**config.mk**
```make
export PLATFORM = sky130hd
export DESIGN_NAME = plb_alu
export DESIGN_NICKNAME = d
export VERILOG_FILES = /design/src/rtl/price_level_book_top_defines.svh /design/src/rtl/plb_pkg.sv /design/src/rtl/plb_alu.sv
export SDC_FILE = /design/constraint.sdc
export NUM_CORES = 1
export LEC_CHECK = 0
export BUFFER_PORTS_ARGS = -buffer_cell sky130_fd_sc_hd__clkbuf_2
export CAP_MARGIN = 10
export CELL_PAD_IN_SITES_DETAIL_PLACEMENT = 1
export CELL_PAD_IN_SITES_GLOBAL_PLACEMENT = 2
export CORE_MARGIN = 1
export CORE_UTILIZATION = 26
export DETAILED_ROUTE_END_ITERATION = 10
export PLACE_DENSITY = 0.95
export RECOVER_POWER = 25
export SYNTH_ARGS = -nofsm -noshare
export SYNTH_HDL_FRONTEND = slang
export SYNTH_SLANG_ARGS = --single-unit
export TNS_END_PERCENT = 5
```
**constraint.sdc**
```tcl
create_clock -name vclk -period 8
set_input_delay 1.2 -clock vclk [all_inputs]
set_output_delay 1.2 -clock vclk [all_outputs]
set_load 0.005 [all_outputs]
```
**src/rtl/price_level_book_top_defines.svh**
```systemverilog
// ----------------------------------------------------------------------------
// price level book assertion macros
// shared concurrent check templates, sampled on clk, disabled during rst
// ----------------------------------------------------------------------------
`ifndef PRICE_LEVEL_BOOK_TOP_DEFINES_SVH
`define PRICE_LEVEL_BOOK_TOP_DEFINES_SVH

// same-cycle implication
`define PLB_ASSERT_SAME(name, ante, cons, msg) \
  name: assert property (@(posedge clk) disable iff (rst) (ante) |-> (cons)) \
    else $error(msg);

// next-cycle implication
`define PLB_ASSERT_NEXT(name, ante, cons, msg) \
  name: assert property (@(posedge clk) disable iff (rst) (ante) |=> (cons)) \
    else $error(msg);

`endif

```
**src/rtl/plb_pkg.sv**
```systemverilog
// ----------------------------------------------------------------------------
// plb_pkg
// types and codes shared by the price level book files
// ----------------------------------------------------------------------------
package plb_pkg;

  localparam int WORD_W = 32;

  typedef logic [WORD_W-1:0] word_t;

  localparam word_t QTY_MAX = '1;

  typedef enum logic [1:0] {
    OP_NEW    = 2'd0,
    OP_CANCEL = 2'd1,
    OP_TRADE  = 2'd2,
    OP_LIST   = 2'd3
  } op_t;

  typedef enum logic [1:0] {
    ST_OK        = 2'd0,
    ST_OUTSIDE   = 2'd1,
    ST_NOT_FOUND = 2'd2
  } status_t;

  typedef enum logic {
    ALU_ADD = 1'b0,
    ALU_SUB = 1'b1
  } alu_op_t;

  typedef struct packed {
    alu_op_t op;
    word_t   a;
    word_t   b;
  } alu_req_t;

  typedef struct packed {
    word_t res;
    logic  carry;
    logic  zero;
  } alu_rsp_t;

  typedef struct packed {
    logic  valid;
    word_t qty;
  } entry_t;

  typedef enum logic [3:0] {
    S_CLEAR,
    S_IDLE,
    S_WIN,
    S_RD,
    S_CALC,
    S_OUT,
    S_LRD,
    S_LCHK,
    S_LOUT,
    S_LEND
  } state_t;

endpackage

```
**src/rtl/plb_alu.sv**
```systemverilog
// ----------------------------------------------------------------------------
// plb_alu
// shared 32-bit add / subtract unit with carry-borrow and zero flags
// ----------------------------------------------------------------------------
module plb_alu import plb_pkg::*; (
  input  alu_req_t req,
  output alu_rsp_t rsp
);

  logic [WORD_W:0] sum;

  always_comb begin
    case (req.op)
      ALU_ADD: sum = {1'b0, req.a} + {1'b0, req.b};
      ALU_SUB: sum = {1'b0, req.a} - {1'b0, req.b};
      default: sum = '0;
    endcase
    rsp.res   = sum[WORD_W-1:0];
    rsp.carry = sum[WORD_W];
    rsp.zero  = (sum[WORD_W-1:0] == '0);
  end

endmodule
```
==> reports/metrics.cfg <==
[floorplanning]
fp-row-count=34
die_h_um=98.3
initial_core_utilization_pct=27.2
die_x_um=98.3
fp.dieArea_um2=9660
design.portCount=99
floorplan.core_area_um2=8850

[grt]
grt_start_max_net_pins=34
antenna_found_initial=0
number_of_global_route_vias_before_repair=3066
wire_length_of_the_first_global_routing_pass_um=14300
grt_overflow=0
gr_util_all_layers_pct=17.5

[placement]
place.detailed.hpwl_um=7860
place.port_buffers=99
routabilityCongestion=0.859
placedInstanceArea_um2=3010

[outcome]
outcome=finished, violations left
violations_in_the_final_reports=DRC

[routing]
drt_first_iter_violations=78
routed_wire_length_per_instance_um=15.9
drc_errors=3
detailroute.via_count=2934
drtAntennaViolNets=0
via_per_inst=5.32
1st_pass_router_iterations=7
drt-total-wl_um=8780

[worst_setup_path]
worst_ep_arrival_time_ns=6.34
critPathCaptureType=output pin
cp_max_fo=7
cp.required_ns=6.80
critical_path_class=input pin to output pin
setup.worst_path.start_class=input pin

[cells_and_area]
drive_above_1_share_pct=24.8
design_area_um2=3000
nNetsFinal=544
numSequentialCells=0
diodes=0
area.growth.synth_to_final_pct=24.6
regArea_um2=0
final_common_cell=clkbuf_2
nFillCells=1180
clock_buffers=0
most_used_cells_in_the_layout_excluding_fill_and_tap_cells=96 x clkbuf_2, 44 x nor2_1, 42 x xnor2_1
utilization_pct=34.0

[timing]
setup_viol_count_final=0
finalCritPeriodShare_pct=94.2
tightestPinTransition_ns=1.30
timing_hold_violations_final=0
rsz0062_at_grt=false
finalMaxSlewViolations=0
max_slew_margin_pct=13.4
fin_crit_ns=7.54
worst_hold_slack_ns=2.82
fmax_ghz=0.133
setup_tns_ns=0

[hold_path]
class_of_the_worst_hold_path=input pin to output pin

[pwr]
int_pwr_uw=157
leakage_uw=0.00139
power-per-cell-area_nw_per_um2=121
switching_share_pct=56.7
p_comb_share_pct=100.0
seqPwrFrac_pct=0
power.clock.fraction_pct=0
net-switching-power_uw=206
vdd.ir_drop.worst_v=0.0000251

[synth]
synth_area_um2=2410
synth.avg_cell_area_um2=6.83
syn_nets=452
synth.distinct_cells=49
synthCells=353
warnings_synthesis=0
ys_seq_area_share_pct=0

[clocking]
cts.hold.buffers_added=0
postCtsResizedCells=0
post-cts-setup-buffers=0

[flow_run]
drv.max_cap_violation_count=0

[per-layer routing]
metal / track usage [%] / vias up / wire (um)
met5: 0 / - / 0
li1: - / 1477 / -
met3: 1.57 / 6 / 370
met1: 24.5 / 1402 / 4290
met4: 1.15 / 0 / 85
met2: 30.4 / 49 / 4040
[cell families after synthesis]
kind of cell,share of synthesized area [%]
AO/OA/AOI/OAI,31.6
multiplexers,0.415
AND/OR/NAND/NOR,25.1
buffers and inverters,4.25
adder cells (fa/ha/maj),18.0
XOR/XNOR,20.7
[worst paths after layout]
check | start | to | slack [ns] | depth (start not counted)
setup / recovery | req[4] | rsp[0] | 0.46 | 21
hold / removal | req[33] | rsp[3] | 2.82 | 3
[power groups by stage]
stage | Sequential, uW | Clock (uW) | Combinational, uW
2_1_floorplan | 0 | 0 | 230
3_3_place_gp | 0 | 0 | 354
3_5_place_dp | 0 | 0 | 361
4_1_cts | 0 | 0 | 363
5_1_grt | 0 | 0 | 400
6_report | 0 | 0 | 363
[synthesized netlist by cell type (3+ instances only)]
cell / number / share of area [%]
nand2_1: 19 / 3.0
ha_1: 33 / 17
a211oi_1: 6 / 1.9
nor3_1: 15 / 3.1
nand3_1: 8 / 1.7
a21oi_1: 34 / 7.1
inv_1: 18 / 2.8
and2_1: 6 / 1.6
nor4b_2: 3 / 1.9
o21ai_0: 20 / 4.2
a21oi_2: 4 / 1.5
xnor2_1: 42 / 15
o21a_1: 7 / 2.2
o21bai_1: 4 / 1.2
a211o_1: 5 / 1.8
a31oi_1: 6 / 1.6
nor2_1: 44 / 6.9
nor4_1: 5 / 1.3
clkbuf_1: 8 / 1.2
and3_1: 4 / 1.0
xor2_1: 15 / 5.4
a21o_1: 9 / 2.8
[layout make-up]
class | count | area (um2) | area share [%]
tap | 108 | 135 | 4.50
inverter | 18 | 67.6 | 2.25
multi-input combinational | 326 | 2310 | 76.9
timing repair buffer | 99 | 492 | 16.4
[through the flow]
step / total power (uW) / worst slack [ns] / cells
2_1_floorplan: 230 / 1.40 / 353
6_report: 363 / 0.461 / 551
5_1_grt: 400 / 0.0660 / 551
3_3_place_gp: 354 / 0.673 / 551
4_1_cts: 363 / 0.364 / 551
3_5_place_dp: 361 / 0.382 / 551
[worst max-delay path: stages]
cell,delay [ns]
clkbuf_2,0.10
nor4_1,0.49
nor4b_2,0.39
and2_1,0.23
nand2_1,0.08
or4_1,0.41
nor2_1,0.19
a21oi_1,0.11
xnor2_1,0.19
ha_1,0.36
nand4_1,0.18
inv_1,0.07
a221oi_1,0.31
o21a_1,0.20
nand3_1,0.11
a211o_1,0.30
or4b_1,0.52
nor4b_2,0.32
nand4bb_1,0.16
nor4b_2,0.24
clkbuf_2,0.15
No activity file was read; power rests on OpenSTA's default activity.
